$ cat config.mk
export PLATFORM = sky130hd
export DESIGN_NAME = bg_tile_fetch_address_decode
export DESIGN_NICKNAME = d
export VERILOG_FILES = /design/src/design/bgtf_pkg.sv /design/src/design/bg_tile_fetch_address_decode.sv
export VERILOG_INCLUDE_DIRS = /design/src /design/src/design
export SDC_FILE = /design/constraint.sdc
export NUM_CORES = 1
export LEC_CHECK = 0
export BUFFER_PORTS_ARGS = -buffer_cell sky130_fd_sc_hd__buf_4
export CORE_AREA = 2 2 117 119
export DETAILED_ROUTE_END_ITERATION = 16
export DIE_AREA = 0 0 119 121
export GPL_ROUTABILITY_DRIVEN = 0
export PLACE_DENSITY = 0.84
export SLEW_MARGIN = 10
export SYNTH_ARGS = -nofsm -noshare
export SYNTH_HDL_FRONTEND = slang
export SYNTH_SLANG_ARGS = --single-unit
$ cat constraint.sdc
create_clock -name clk -period 3.56 [get_ports clk]
set_clock_uncertainty 0.15 [all_clocks]
set_input_delay 0.534 -clock clk [delete_from_list [all_inputs] [get_ports clk]]
set_output_delay 0.534 -clock clk [all_outputs]
set_load 0.005 [all_outputs]
$ cat src/design/bg_tile_fetch_address_decode_defines.svh
// ----------------------------------------------------------------------------
// bg_tile_fetch_address_decode_defines
// assertion macros shared by the background fetch design
// ----------------------------------------------------------------------------
`ifndef BG_TILE_FETCH_ADDRESS_DECODE_DEFINES_SVH
`define BG_TILE_FETCH_ADDRESS_DECODE_DEFINES_SVH

// same-cycle implication, checked outside reset
`define BGTF_ASSERT_NOW(lbl, ante, cons) \
  lbl: assert property (@(posedge clk) disable iff (!rst_n) (ante) |-> (cons)) \
    else $error("bgtf check failed");

// next-cycle implication, checked outside reset
`define BGTF_ASSERT_NEXT(lbl, ante, cons) \
  lbl: assert property (@(posedge clk) disable iff (!rst_n) (ante) |=> (cons)) \
    else $error("bgtf check failed");

`endif

$ cat src/design/bgtf_pkg.sv
// ----------------------------------------------------------------------------
// bgtf_pkg
// word types and register indexes of the background tile fetch decode
// ----------------------------------------------------------------------------
`default_nettype none

package bgtf_pkg;

  typedef struct packed {
    logic        kind;
    logic [15:0] h_offset;
    logic [15:0] v_offset;
    logic [15:0] map_entry;
  } in_word_t;

  typedef struct packed {
    logic [15:0] map_address;
    logic [11:0] tile_index;
    logic [7:0]  palette_index;
    logic        high_priority;
    logic [2:0]  fine_x;
    logic [2:0]  fine_y;
  } out_word_t;

  localparam int unsigned CfgIdxW = 3;
  localparam int unsigned CfgDataW = 16;

  localparam logic [CfgIdxW-1:0] CFG_HIRES_MODE     = 3'd0;
  localparam logic [CfgIdxW-1:0] CFG_BIG_TILES      = 3'd1;
  localparam logic [CfgIdxW-1:0] CFG_SCREEN_SIZE    = 3'd2;
  localparam logic [CfgIdxW-1:0] CFG_MAP_BASE       = 3'd3;
  localparam logic [CfgIdxW-1:0] CFG_TILE_DATA_BASE = 3'd4;
  localparam logic [CfgIdxW-1:0] CFG_TILE_DEPTH     = 3'd5;
  localparam logic [CfgIdxW-1:0] CFG_PALETTE_BASE   = 3'd6;

  localparam logic [1:0] DEPTH_2BPP = 2'd0;
  localparam logic [1:0] DEPTH_4BPP = 2'd1;
  localparam logic [1:0] DEPTH_8BPP = 2'd2;

  localparam logic KIND_LOCATE = 1'b0;
  localparam logic KIND_DECODE = 1'b1;

endpackage

`default_nettype wire

$ cat src/design/bg_tile_fetch_address_decode.sv
// ----------------------------------------------------------------------------
// bg_tile_fetch_address_decode
// path: the input register feeds the decode logic, whose result is captured in the result register
// throughput: one word per cycle while out_ready is high, set by the input register and result register
// stalls only when both registers are full and out_ready is low
// synchronous active-low reset empties both stages and clears config to 0
// ----------------------------------------------------------------------------
`default_nettype none

`include "bg_tile_fetch_address_decode_defines.svh"

module bg_tile_fetch_address_decode
  import bgtf_pkg::*;
(
  input  wire logic                clk,
  input  wire logic                rst_n,
  input  wire logic                in_valid,
  output logic                     in_ready,
  input  wire in_word_t            in_word,
  output logic                     out_valid,
  input  wire logic                out_ready,
  output out_word_t                out_word,
  input  wire logic                cfg_valid,
  output logic                     cfg_ready,
  input  wire logic [CfgIdxW-1:0]  cfg_index,
  input  wire logic [CfgDataW-1:0] cfg_data
);

  logic        hires_r;
  logic        big_r;
  logic [1:0]  scsize_r;
  logic [15:0] map_base_r;
  logic [15:0] td_base_r;
  logic [1:0]  depth_r;
  logic [7:0]  pal_base_r;

  in_word_t  in_r;
  logic      in_valid_r;
  out_word_t out_r;
  logic      out_valid_r;
  out_word_t out_nxt;
  logic      advance;

  assign cfg_ready = 1'b1;

  always_ff @(posedge clk) begin
    if (!rst_n) begin
      hires_r    <= 1'b0;
      big_r      <= 1'b0;
      scsize_r   <= 2'd0;
      map_base_r <= 16'd0;
      td_base_r  <= 16'd0;
      depth_r    <= 2'd0;
      pal_base_r <= 8'd0;
    end else if (cfg_valid) begin
      case (cfg_index)
        CFG_HIRES_MODE:     hires_r    <= cfg_data[0];
        CFG_BIG_TILES:      big_r      <= cfg_data[0];
        CFG_SCREEN_SIZE:    scsize_r   <= cfg_data[1:0];
        CFG_MAP_BASE:       map_base_r <= cfg_data;
        CFG_TILE_DATA_BASE: td_base_r  <= cfg_data;
        CFG_TILE_DEPTH:     depth_r    <= cfg_data[1:0];
        CFG_PALETTE_BASE:   pal_base_r <= cfg_data[7:0];
        default: ;
      endcase
    end
  end

  // pipeline handshake
  assign advance   = !out_valid_r || out_ready;
  assign in_ready  = !in_valid_r || advance;
  assign out_valid = out_valid_r;
  assign out_word  = out_r;

  always_ff @(posedge clk) begin
    if (!rst_n) begin
      in_valid_r  <= 1'b0;
      out_valid_r <= 1'b0;
    end else begin
      if (in_ready) begin
        in_valid_r <= in_valid;
      end
      if (advance) begin
        out_valid_r <= in_valid_r;
      end
    end
  end

  always_ff @(posedge clk) begin
    if (in_ready && in_valid) begin
      in_r <= in_word;
    end
    if (advance && in_valid_r) begin
      out_r <= out_nxt;
    end
  end

  // coordinate masking
  logic [1:0]  sh_x, sh_y;
  logic [11:0] ext_x, ext_y;
  logic [10:0] hx, vy;
  logic        wide_w;
  logic [7:0]  cx, cy;
  logic [12:0] scx, scy, pos;
  logic [1:0]  depth;
  logic        flip_x, flip_y, inc_x, inc_y;
  logic [9:0]  tile10;
  logic [11:0] td_sh, tile_keep, tile_sum;
  logic [7:0]  pal_term;

  always_comb begin
    sh_x   = {1'b0, hires_r} + {1'b0, big_r} + {1'b0, scsize_r[0]};
    sh_y   = {1'b0, hires_r} + {1'b0, big_r} + {1'b0, scsize_r[1]};
    ext_x  = 12'd256 << sh_x;
    ext_y  = 12'd256 << sh_y;
    hx     = in_r.h_offset[10:0] & 11'(ext_x - 12'd1);
    vy     = in_r.v_offset[10:0] & 11'(ext_y - 12'd1);
    wide_w = hires_r || big_r;

    // map cell and quadrant
    cx  = wide_w ? {1'b0, hx[10:4]} : hx[10:3];
    cy  = big_r ? {1'b0, vy[10:4]} : vy[10:3];
    scx = scsize_r[0] ? 13'd1024 : 13'd0;
    scy = scsize_r[1] ? (scsize_r[0] ? 13'd2048 : 13'd1024) : 13'd0;
    pos = {3'd0, cy[4:0], cx[4:0]} + (cy[5] ? scy : 13'd0) + (cx[5] ? scx : 13'd0);

    // map entry decode
    depth  = (depth_r > DEPTH_8BPP) ? DEPTH_8BPP : depth_r;
    flip_y = in_r.map_entry[15];
    flip_x = in_r.map_entry[14];
    inc_x  = wide_w && (hx[3] != flip_x);
    inc_y  = big_r && (vy[3] != flip_y);
    tile10 = in_r.map_entry[9:0] + {9'd0, inc_x} + {5'd0, inc_y, 4'd0};

    case (depth)
      DEPTH_2BPP: begin
        td_sh     = td_base_r[15:4];
        tile_keep = 12'hfff;
        pal_term  = {3'd0, in_r.map_entry[12:10], 2'd0};
      end
      DEPTH_4BPP: begin
        td_sh     = {1'b0, td_base_r[15:5]};
        tile_keep = 12'h7ff;
        pal_term  = {1'b0, in_r.map_entry[12:10], 4'd0};
      end
      default: begin
        td_sh     = {2'd0, td_base_r[15:6]};
        tile_keep = 12'h3ff;
        pal_term  = 8'd0;
      end
    endcase
    tile_sum = ({2'd0, tile10} + td_sh) & tile_keep;

    out_nxt = '0;
    if (in_r.kind == KIND_LOCATE) begin
      out_nxt.map_address = map_base_r + 16'({pos, 1'b0});
    end else begin
      out_nxt.tile_index    = tile_sum;
      out_nxt.palette_index = pal_base_r + pal_term;
      out_nxt.high_priority = in_r.map_entry[13];
      out_nxt.fine_x        = hx[2:0] ^ {3{flip_x}};
      out_nxt.fine_y        = vy[2:0] ^ {3{flip_y}};
    end
  end

  `BGTF_ASSERT_NEXT(a_stage_moves, in_valid_r && advance, out_valid_r)
  `BGTF_ASSERT_NOW(a_stall_cause, !in_ready, in_valid_r && out_valid_r && !out_ready)
  `BGTF_ASSERT_NOW(a_locate_only_addr, in_valid_r && in_r.kind == KIND_LOCATE, out_nxt.tile_index == 12'd0 && out_nxt.fine_x == 3'd0)
  `BGTF_ASSERT_NOW(a_decode_no_addr, in_valid_r && in_r.kind == KIND_DECODE, out_nxt.map_address == 16'd0)

endmodule

`default_nettype wire
==> qor.csv, run 1 <==
stage,metric,value,unit
status,outcome,finished clean,
worst_setup_path,critical path's top delay family,compound AO/OA/AOI/OAI gates,
power,sw frac,22.7,%
power,Pwr per Cell Area,435,mW/mm^2
final_layout,Synth-to-Final Area Change,24.0,%
yosys,"EDFF count, synth",80,
power,worst vdd ir,297,uV
route,DR vias,4965,
floorplan,die height,121,um
worst_setup_path,critical path type,register to register,
global_route,initial antenna violation count,1,
yosys,cell count after synthesis,618,
global_route,overall routing resource usage,21.0,%
worst_setup_path,total stage count of the critical path,10,
worst_setup_path,Critical path origin,big_r,
sta,max_slew headroom,17.3,%
worst_setup_path,r2r worst-path depth,10,
place,area after detailed placement,0.00742,mm^2
sta,f_max,293,MHz
floorplan,initial core utilization,49.2,%
worst_setup_path,Worst Setup Start Kind,register,
route,DR vias/cell,5.43,
yosys,post-synth top area cell,edfxtp_1,
yosys,most numerous cell in the Yosys netlist,nand2_1,
worst_setup_path,crit path capture,out_word[40],
worst_setup_path,"slowest stage delay, CP",0.45,ns
floorplan,io pins,119,
sta,period utilisation layout,96.0,%
final_layout,Final Cell Area,0.00799,mm^2
place,IO buf count,105,
cts,hold_buf cts,0,
worst_setup_path,critical path's slowest cell,fa_1,
global_route,first-pass GRT wire length,23300,um
final_layout,antenna fix cells,0,
final_layout,fillers,1037,
route,aggregate routed wire length,14600,um
sta,RSZ-0062 raised after global routing,no,
final_layout,final net count,839,
worst_setup_path,Critical Path RT,3.57,ns
worst_setup_path,Setup crit end kind,register,
worst_setup_path,r2r setup slk,0.14,ns
yosys,Unique masters post-synth,49,
yosys,top_reg_cell synth,edfxtp_1,
yosys,synth top area cells,"edfxtp_1 (37%), dfxtp_1 (14%), ha_1 (6.8%)",
power,Comb power frac,9.7,%
worst_setup_path,WP buf/inv,2,
cts,CTS buffer count,17,
place,DPL Wire Length,10700,um
yosys,Syn Nets,731,
power,leakage power,3.20,nW
yosys,Yosys warning total,0,
final_layout,layout cells sized above 1,22.9,%
floorplan,core area,0.0131,mm^2
worst_setup_path,r2r endpoint,out_word[40],
route,DRT antenna net count,0,
yosys,ys async rst share,0,%
floorplan,width of the die,119,um
sta,Worst-Margin Slew,1.23,ns
global_route,vias in the first global route,4928,
worst_setup_path,worst-path maximum fanout,6,
route,drt initial violations,328,
global_route,GR Overflow Total,0,
sta,min Tclk post-route,3.42,ns
cts,clk root buf,clkbuf_16,
yosys,post-synth top area share,37.3,%
route,WL/cell,16.0,um
floorplan,Die ar.,0.0144,mm^2
global_route,largest net degree at the start of global routing,45,
cts,clock latency on the worst-skew pair,0.42,ns
job,max_cap viols,0,
yosys,Post-Synthesis Cell Area,0.00644,mm^2
worst_setup_path,"Cell Chain, Critical Path","inv_1, ha_2, buf_4, mux2_2, fa_1, a21o_1, a221oi_4, o21ai_2, a221oi_2, mux2_1",
yosys,register area share after synthesis,51.0,%
sta,Final setup viols,0,
cts,Clock Sinks,124,
cts,Worst-path clk slew,0.05,ns
hold_path,Tightest Hold Check Type,primary input to register,
power,clock share of power,43.2,%
power,internal power,2.69,mW
cts,Clock Tree Buf Depth,2,
yosys,mean post-synth cell area,10.4,um^2
sta,Final Hold Fails,0,
route,DRC violations left,0,
yosys,Yosys reg bits,124,
sta,final slew viol count,0,
cts,H-tree depth,4,
worst_setup_path,worst r2r src,big_r,
cts,CTS tree,built,
worst_setup_path,crit path DAT,3.43,ns
power,Flop pwr share,47.1,%
yosys,commonest cells in the netlist,"nand2_1 (108), edfxtp_1 (80), dfxtp_1 (44)",
floorplan,num rows,42,
power,switching pwr,0.790,mW
route,First-pass DRT Iterations,5,
power,overall power after layout,3.48,mW
[cell usage in the layout (no fill, tap or decap), drive strengths merged, types with 11 or more instances in the layout]
| cell | count |
|---|---|
| a21boi | 39 |
| a21oi | 22 |
| buf | 114 |
| clkbuf | 25 |
| dfxtp | 44 |
| edfxtp | 80 |
| ha | 35 |
| inv | 22 |
| mux2 | 11 |
| mux2i | 19 |
| nand2 | 108 |
| nand3 | 11 |
| nor2 | 37 |
| nor2b | 17 |
| o21ai | 25 |
| xnor2 | 20 |
[timing repair]
action	4_1_cts	5_1_grt
cloned	0	0
pin swaps	0	1
buffers inserted	0	1
resized for setup	1	17
endpoints found under the setup margin	1	9
[layout make-up]
| cell class | instances | area [um^2] | share of cell area [%] |
|---|---|---|---|
| sequential | 124 | 3290 | 41.2 |
| multi-input combinational | 450 | 3040 | 38.1 |
| timing repair buffer | 114 | 856 | 10.7 |
| clock buffer | 25 | 475 | 5.95 |
| tap | 176 | 220 | 2.76 |
| inverter | 19 | 71.3 | 0.893 |
| clock inverter | 7 | 38.8 | 0.485 |
[per-stage QoR]
| step | setup TNS (ns) | hold WS (ns) | setup WS (ns) | utilization [%] | std cells |
|---|---|---|---|---|---|
| 2_1_floorplan | 0 | 0.289 | 0.00369 | - | 618 |
| 4_1_cts | 0 | 0.126 | 0.0179 | 60.6 | 914 |
| 3_3_place_gp | 0 | 0.303 | 0.133 | 56.7 | 882 |
| 6_report | 0 | 0.139 | 0.143 | 61.1 | 915 |
| 3_5_place_dp | -0.0165 | 0.302 | -0.0165 | 56.7 | 882 |
| 5_1_grt | 0 | 0.121 | 0.0192 | 61.1 | 915 |
[power groups by stage]
| stage | Combinational (mW) | Clock (mW) | Sequential, mW |
|---|---|---|---|
| floorplan | 0.179 | 0 | 1.66 |
| global placement | 0.316 | 0 | 1.66 |
| detailed placement | 0.329 | 0 | 1.67 |
| CTS | 0.333 | 1.52 | 1.64 |
| global route | 0.371 | 1.58 | 1.64 |
| finish | 0.338 | 1.50 | 1.64 |
[per-layer routing]
layer  track usage, %  up-vias  routed length, um
met2             35.2      161               7150
met3             7.24       35               1080
li1                 -     2410                  -
met4             8.41        2                326
met1             24.9     2357               6070
met5                0        -                 13
[flip-flops by register name, indices dropped and copies added, names as in the netlist]
signal      count
td_base_r      12
flip_x          1
pal_base_r      8
in_valid_r      1
map_base_r     16
flip_y          1
depth_r         2
out_word       43
hires_r         1
big_r           1
in_r           35
out_valid       1
scsize_r        2
[cell families after synthesis]
logic type	count (synthesis)	synth area share, %
XOR/XNOR	29	3.94
AND/OR/NAND/NOR	230	16.6
AO/OA/AOI/OAI	120	12.5
buffers and inverters	44	2.68
other	1	0.0582
multiplexers	30	4.87
flip-flops	124	51.0
adder cells (fa/ha/maj)	40	8.35
[worst min-delay path by stage]
stage                  start       endpoint  slack, ns  cells past startpoint
2_1_floorplan  pal_base_r[0]  pal_base_r[0]       0.29                      2
3_3_place_gp   map_base_r[0]  map_base_r[0]       0.30                      2
3_5_place_dp   map_base_r[0]  map_base_r[0]       0.30                      2
4_1_cts          in_word[14]         flip_x       0.13                      1
5_1_grt           in_word[3]        in_r[3]       0.12                      1
6_report         in_word[14]         flip_x       0.14                      1
(Power assumes the default switching activity.)
==> run 2: changes to the inputs <==
--- a/config.mk
+++ b/config.mk
@@ -9,5 +9,5 @@
 export BUFFER_PORTS_ARGS = -buffer_cell sky130_fd_sc_hd__buf_4
-export CORE_AREA = 2 2 117 119
+export CORE_AREA = 3 3 118 120
 export DETAILED_ROUTE_END_ITERATION = 16
-export DIE_AREA = 0 0 119 121
+export DIE_AREA = 0 0 121 123
 export GPL_ROUTABILITY_DRIVEN = 0
--- a/constraint.sdc
+++ b/constraint.sdc
@@ -4,2 +4,2 @@
 set_output_delay 0.534 -clock clk [all_outputs]
-set_load 0.005 [all_outputs]
+set_load 0.1 [all_outputs]
==> qor.csv, run 2 (synthesis results as in run 1) <==
stage,metric,value,unit
route,met2 routed WL,6840,um
cts,Clock Sinks,124,
power,leakage power,3.20,nW
route,WL met1,6180,um
cts,H-tree depth,4,
floorplan,num rows,42,
hold_path,Tightest Hold Check Type,primary input to register,
final_layout,final non-filler cell total,915,
worst_setup_path,crit path DAT,3.41,ns
sta,f_max,294,MHz
worst_setup_path,"slowest stage delay, CP",0.43,ns
status,outcome,finished clean,
place,# placed instances,883,
floorplan,io pins,119,
global_route,first-pass GRT wire length,22700,um
floorplan,width of the die,121,um
route,DRT antenna net count,0,
hold_path,hold path depth,1,
cts,clock latency on the worst-skew pair,0.41,ns
sta,RSZ-0062 raised after global routing,no,
hold_path,HP Start,in_word[18],
route,DR vias/cell,5.37,
worst_setup_path,worst-path maximum fanout,6,
sta,min Tclk post-route,3.40,ns
final_layout,"commonest non-fill, non-tap cells in the layout","buf_4 (115), nand2_1 (108), edfxtp_1 (80)",
power,worst vdd ir,339,uV
final_layout,layout cells sized above 1,22.5,%
sta,Final setup viols,0,
cts,clk root buf,clkbuf_16,
floorplan,core area,0.0131,mm^2
worst_setup_path,worst r2r src,big_r,
power,Pwr per Cell Area,457,mW/mm^2
cts,CTS buffer count,17,
route,DR vias,4911,
final_layout,number of flip-flops under the largest register name,43,
worst_setup_path,Critical Path RT,3.57,ns
global_route,GR Overflow Total,0,
sta,Worst-Margin Slew,1.23,ns
place,DPL Wire Length,10500,um
route,aggregate routed wire length,14200,um
hold_path,hold path endpoint,in_r[18],
global_route,largest net degree at the start of global routing,45,
sta,period utilisation layout,95.6,%
route,DRC violations left,0,
sta,max_slew headroom,17.7,%
worst_setup_path,Worst Setup Start Kind,register,
global_route,initial antenna violation count,0,
cts,Worst-path clk slew,0.05,ns
worst_setup_path,r2r endpoint,out_word[40],
route,WL/cell,15.5,um
final_layout,"most common cell after layout, fill and taps aside",buf_4,
sta,Final Hold Fails,0,
floorplan,initial core utilization,49.2,%
final_layout,final net count,840,
cts,CTS tree,built,
worst_setup_path,critical path type,register to register,
global_route,overall routing resource usage,19.6,%
sta,TNS Setup,0,ns
sta,final slew viol count,0,
worst_setup_path,Setup crit end kind,register,
final_layout,fin util,60.9,%
final_layout,antenna fix cells,0,
route,drt initial violations,371,
worst_setup_path,r2r worst-path depth,10,
job,max_cap viols,0,
worst_setup_path,critical path's slowest cell,fa_1,
worst_setup_path,r2r setup slk,0.16,ns
cts,Clock Tree Buf Depth,2,
route,First-pass DRT Iterations,7,
worst_setup_path,"Cell Chain, Critical Path","inv_1, ha_1, buf_4, mux2_2, fa_1, a21o_1, a221oi_4, o21ai_2, a221oi_2, mux2_1",
final_layout,Synth-to-Final Area Change,23.7,%
cts,hold_buf cts,0,
global_route,vias in the first global route,4828,
floorplan,Die ar.,0.0149,mm^2
route,max layer used,met4,
worst_setup_path,WP buf/inv,2,
floorplan,die height,123,um
worst_setup_path,critical path's top delay family,compound AO/OA/AOI/OAI gates,
route,WL met3,836,um
place,IO buf count,105,
==> run 2: worst max path at each step <==
stage	startpoint	endpoint	slack (ns)	depth (start not counted)
after floorplan	big_r	out_word[40]	0.004	12
after global placement	big_r	out_word[26]	0.11	14
after detailed placement	big_r	out_word[26]	-0.07	13
after CTS	big_r	out_word[26]	0.05	14
after global routing	hires_r	out_word[40]	0.005	11
final	big_r	out_word[40]	0.16	10
==> run 2: worst reg2reg max path, cell delays in order, from the launching register on <==
cell and delay, ns:
dfxtp_4 0.37, inv_1 0.12, ha_1 0.26, buf_4 0.18, mux2_2 0.37, fa_1 0.43, a21o_1 0.22, a221oi_4 0.28
o21ai_2 0.12, a221oi_2 0.30, mux2_1 0.34
==> run 2: power by group <==
part / leakage [nW] / internal, mW / total (mW) / switching (mW)
combinational: 1.82 / 0.167 / 0.528 / 0.361
sequential: 1.13 / 1.61 / 1.64 / 0.0314
clock: 0.258 / 0.892 / 1.48 / 0.584
total: 3.20 / 2.66 / 3.64 / 0.976
==> run 2: routing by layer <==
| metal | up-vias | track usage (%) |
|---|---|---|
| met5 | - | 0 |
| met4 | 0 | 9.56 |
| met3 | 28 | 4.80 |
| met2 | 156 | 31.4 |
| met1 | 2320 | 24.9 |
| li1 | 2407 | - |
==> run 2: layout make-up <==
class                           count  area [um^2]
Clock buffer                       22          454
Clock inverter                      9         47.5
Fill cell                        1054         5110
Inverter                           19         71.3
Multi-Input combinational cell    450         3030
Sequential cell                   124         3290
Tap cell                          176          220
Timing Repair Buffer              115          863
==> run 2: repair_timing <==
item | in CTS | in global routing
gates resized for setup | 2 | 10
pin swaps | 0 | 2
setup endpoints to repair | 1 | 7
setup buffers | 0 | 1
==> run 2: per-stage QoR <==
stage / setup WS [ns] / instance area (um^2) / hold slack, ns / power [mW]
6_report: 0.156 / 7970 / 0.142 / 3.64
5_1_grt: 0.00548 / 7970 / 0.122 / 3.78
4_1_cts: 0.0505 / 7940 / 0.123 / 3.66
3_5_place_dp: -0.0745 / 7430 / 0.314 / 2.19
3_3_place_gp: 0.109 / 7430 / 0.303 / 2.17
2_1_floorplan: 0.00369 / 6440 / 0.289 / 2.03
==> run 3: changes to the inputs <==
ABC_AREA = 1   (was not set)
CORE_AREA = 3 3 119 121   (was 3 3 118 120)
DIE_AREA = 0 0 122 124   (was 0 0 121 123)
PLACE_DENSITY = 0.83   (was 0.84)
==> qor.csv, run 3 <==
stage,metric,value,unit
worst_setup_path,Worst Setup Start Kind,register,
floorplan,die height,124,um
cts,CTS tree,built,
floorplan,Die ar.,0.0151,mm^2
worst_setup_path,critical path type,register to register,
route,DRC violations left,0,
sta,f_max,288,MHz
global_route,first-pass GRT wire length,23500,um
floorplan,width of the die,122,um
worst_setup_path,worst-path maximum fanout,3,
worst_setup_path,r2r setup slk,0.09,ns
cts,clk root buf,clkbuf_16,
place,IO buf count,105,
worst_setup_path,Critical Path RT,3.66,ns
final_layout,fin util,61.5,%
cts,Clock Sinks,124,
global_route,overall routing resource usage,20.3,%
hold_path,HP Start,in_word[14],
status,outcome,finished clean,
cts,H-tree depth,4,
route,WL/cell,13.8,um
sta,Final setup viols,0,
hold_path,hold path endpoint,flip_x,
power,clock share of power,41.7,%
sta,period utilisation layout,97.5,%
yosys,commonest cells in the netlist,"nand2_1 (155), nor2_1 (116), inv_1 (106)",
yosys,register area share after synthesis,50.4,%
floorplan,initial core utilization,49.4,%
route,DR vias,5378,
final_layout,Synth-to-Final Area Change,24.5,%
yosys,ys async rst share,0,%
final_layout,number of flip-flops under the largest register name,43,
final_layout,FF/Latch Area,0.00328,mm^2
power,leakage power,3.74,nW
worst_setup_path,r2r endpoint,out_word[40],
job,max_cap viols,0,
power,worst vdd ir,314,uV
route,First-pass DRT Iterations,5,
cts,CTS buffer count,17,
power,sw frac,27.4,%
worst_setup_path,worst r2r src,big_r,
global_route,GR Overflow Total,0,
yosys,synth top area cells,"edfxtp_1 (37%), dfxtp_1 (14%), nand2_1 (8.9%)",
yosys,Yosys warning total,0,
cts,post-CTS setup buffers,0,
final_layout,"most common cell after layout, fill and taps aside",nand2_1,
sta,Worst-Margin Slew,0.814,ns
final_layout,"commonest non-fill, non-tap cells in the layout","nand2_1 (155), nor2_1 (115), buf_4 (111)",
floorplan,io pins,119,
global_route,largest net degree at the start of global routing,44,
power,Pwr per Cell Area,488,mW/mm^2
power,internal power,2.88,mW
sta,max_slew headroom,45.7,%
yosys,cell count after synthesis,772,
floorplan,core area,0.0132,mm^2
yosys,"EDFF count, synth",80,
sta,post-route setup slack,0.0875,ns
power,Comb power frac,16.6,%
global_route,vias in the first global route,5008,
worst_setup_path,Setup crit end kind,register,
yosys,mean post-synth cell area,8.44,um^2
power,switching pwr,1.08,mW
floorplan,num rows,42,
final_layout,layout cells sized above 1,17.6,%
yosys,top_reg_cell synth,edfxtp_1,
hold_path,Tightest Hold Check Type,primary input to register,
cts,clock latency on the worst-skew pair,0.41,ns
global_route,initial antenna violation count,0,
final_layout,fillers,1137,
final_layout,Multi-input gate area,0.00275,mm^2
power,Flop pwr share,41.7,%
global_route,met3 GRT Util,6.13,%
route,drt initial violations,489,
final_layout,antenna fix cells,0,
cts,Worst-path clk slew,0.05,ns
route,DRT antenna net count,0,
worst_setup_path,r2r worst-path depth,16,
sta,final slew viol count,0,
final_layout,final net count,997,
place,DPL Wire Length,10900,um
yosys,post-synth top area share,36.9,%
sta,min Tclk post-route,3.47,ns
yosys,Yosys reg bits,124,
cts,Clock Tree Buf Depth,2,
yosys,Syn Nets,885,
yosys,Unique masters post-synth,33,
sta,Final Hold Fails,0,
route,DR vias/cell,5.01,
hold_path,hold path depth,1,
route,aggregate routed wire length,14800,um
global_route,GR met2 Demand/Resource,32.0,%
yosys,most numerous cell in the Yosys netlist,nand2_1,
worst_setup_path,crit path DAT,3.57,ns
place,Place WS,0.102,ns
yosys,post-synth top area cell,edfxtp_1,
yosys,Post-Synthesis Cell Area,0.00651,mm^2
global_route,GR Util met1,26.6,%
global_route,busiest grt layer,met2,
==> run 3: cell count changes after synthesis, sizes merged, moves of 10 or more <==
cell    delta
a21boi    -39
a21oi     +43
inv       +90
mux2      -11
mux2i     -19
nand2     +49
nand3     +17
nor2      +83
nor2b     -17
o21ai     +42
xnor2     -10
==> run 3: power by group through the flow <==
stage,combinational (mW),clock (mW),sequential [mW]
6_report,0.657,1.65,1.65
5_1_grt,0.718,1.75,1.66
4_1_cts,0.654,1.67,1.65
3_5_place_dp,0.650,0,1.68
3_3_place_gp,0.638,0,1.68
2_1_floorplan,0.277,0,1.87
==> run 3: metrics by stage <==
stage                     power (mW)  std cells  hold WS, ns  instance area [um^2]  TNS [ns]
after CTS                       3.98       1073        0.130                  8090         0
final                           3.96       1073        0.144                  8110         0
after detailed placement        2.33       1041        0.300                  7500         0
after global routing            4.12       1073        0.126                  8110   -0.0100
after global placement          2.32       1041        0.290                  7500         0
after floorplan                 2.15        772        0.281                  6520         0
==> run 3: layer usage <==
metal	share of wire [%]	vias up
li1	-	2749
met1	44	2422
met2	47	190
met3	8.2	17
met4	1.4	0
met5	0	-
==> run 3: how the worst max path moves through the flow <==
| stage | startpoint | endpoint | cells after the start |
|---|---|---|---|
| after floorplan | out_valid | out_word[0] | 1 |
| after global placement | hires_r | out_word[26] | 19 |
| after detailed placement | hires_r | out_word[26] | 19 |
| after CTS | big_r | out_word[40] | 16 |
| after global routing | big_r | out_word[40] | 16 |
| final | big_r | out_word[40] | 16 |
==> run 3: final cells by class <==
| type | count | area share [%] |
|---|---|---|
| clock buffers | 27 | 6.86 |
| well taps | 176 | 2.71 |
| inverters | 111 | 5.20 |
| flip-flops and latches | 124 | 40.5 |
| clock inverters | 5 | 0.308 |
| multi-input cells | 518 | 33.9 |
| repair buffers | 112 | 10.5 |
==> run 3: cell families after synthesis <==
group / Yosys count / share of synthesized area (%)
AND/OR/NAND/NOR: 313 / 19.4
AO/OA/AOI/OAI: 148 / 11.8
buffers and inverters: 130 / 7.93
flip-flops: 124 / 50.4
adder cells (fa/ha/maj): 40 / 8.26
XOR/XNOR: 16 / 2.15
other: 1 / 0.0576
==> run 3: repair_timing <==
action                                  in CTS  in global routing
gates resized for setup                      0                  8
endpoints found under the setup margin       0                  8
hold buffers                                 0                  0
==> run 3: worst max-delay path, cell delays in order, from the launching register on <==
cell	delay, ns
dfxtp_1	0.32
buf_4	0.15
fa_1	0.44
o21ai_1	0.19
nor2_1	0.09
a31oi_2	0.21
nor3_1	0.08
ha_1	0.21
ha_1	0.30
ha_1	0.30
nand2_1	0.11
inv_1	0.05
a21oi_1	0.22
nand3_1	0.15
nand2_1	0.10
nand2_1	0.06
nor2_1	0.16
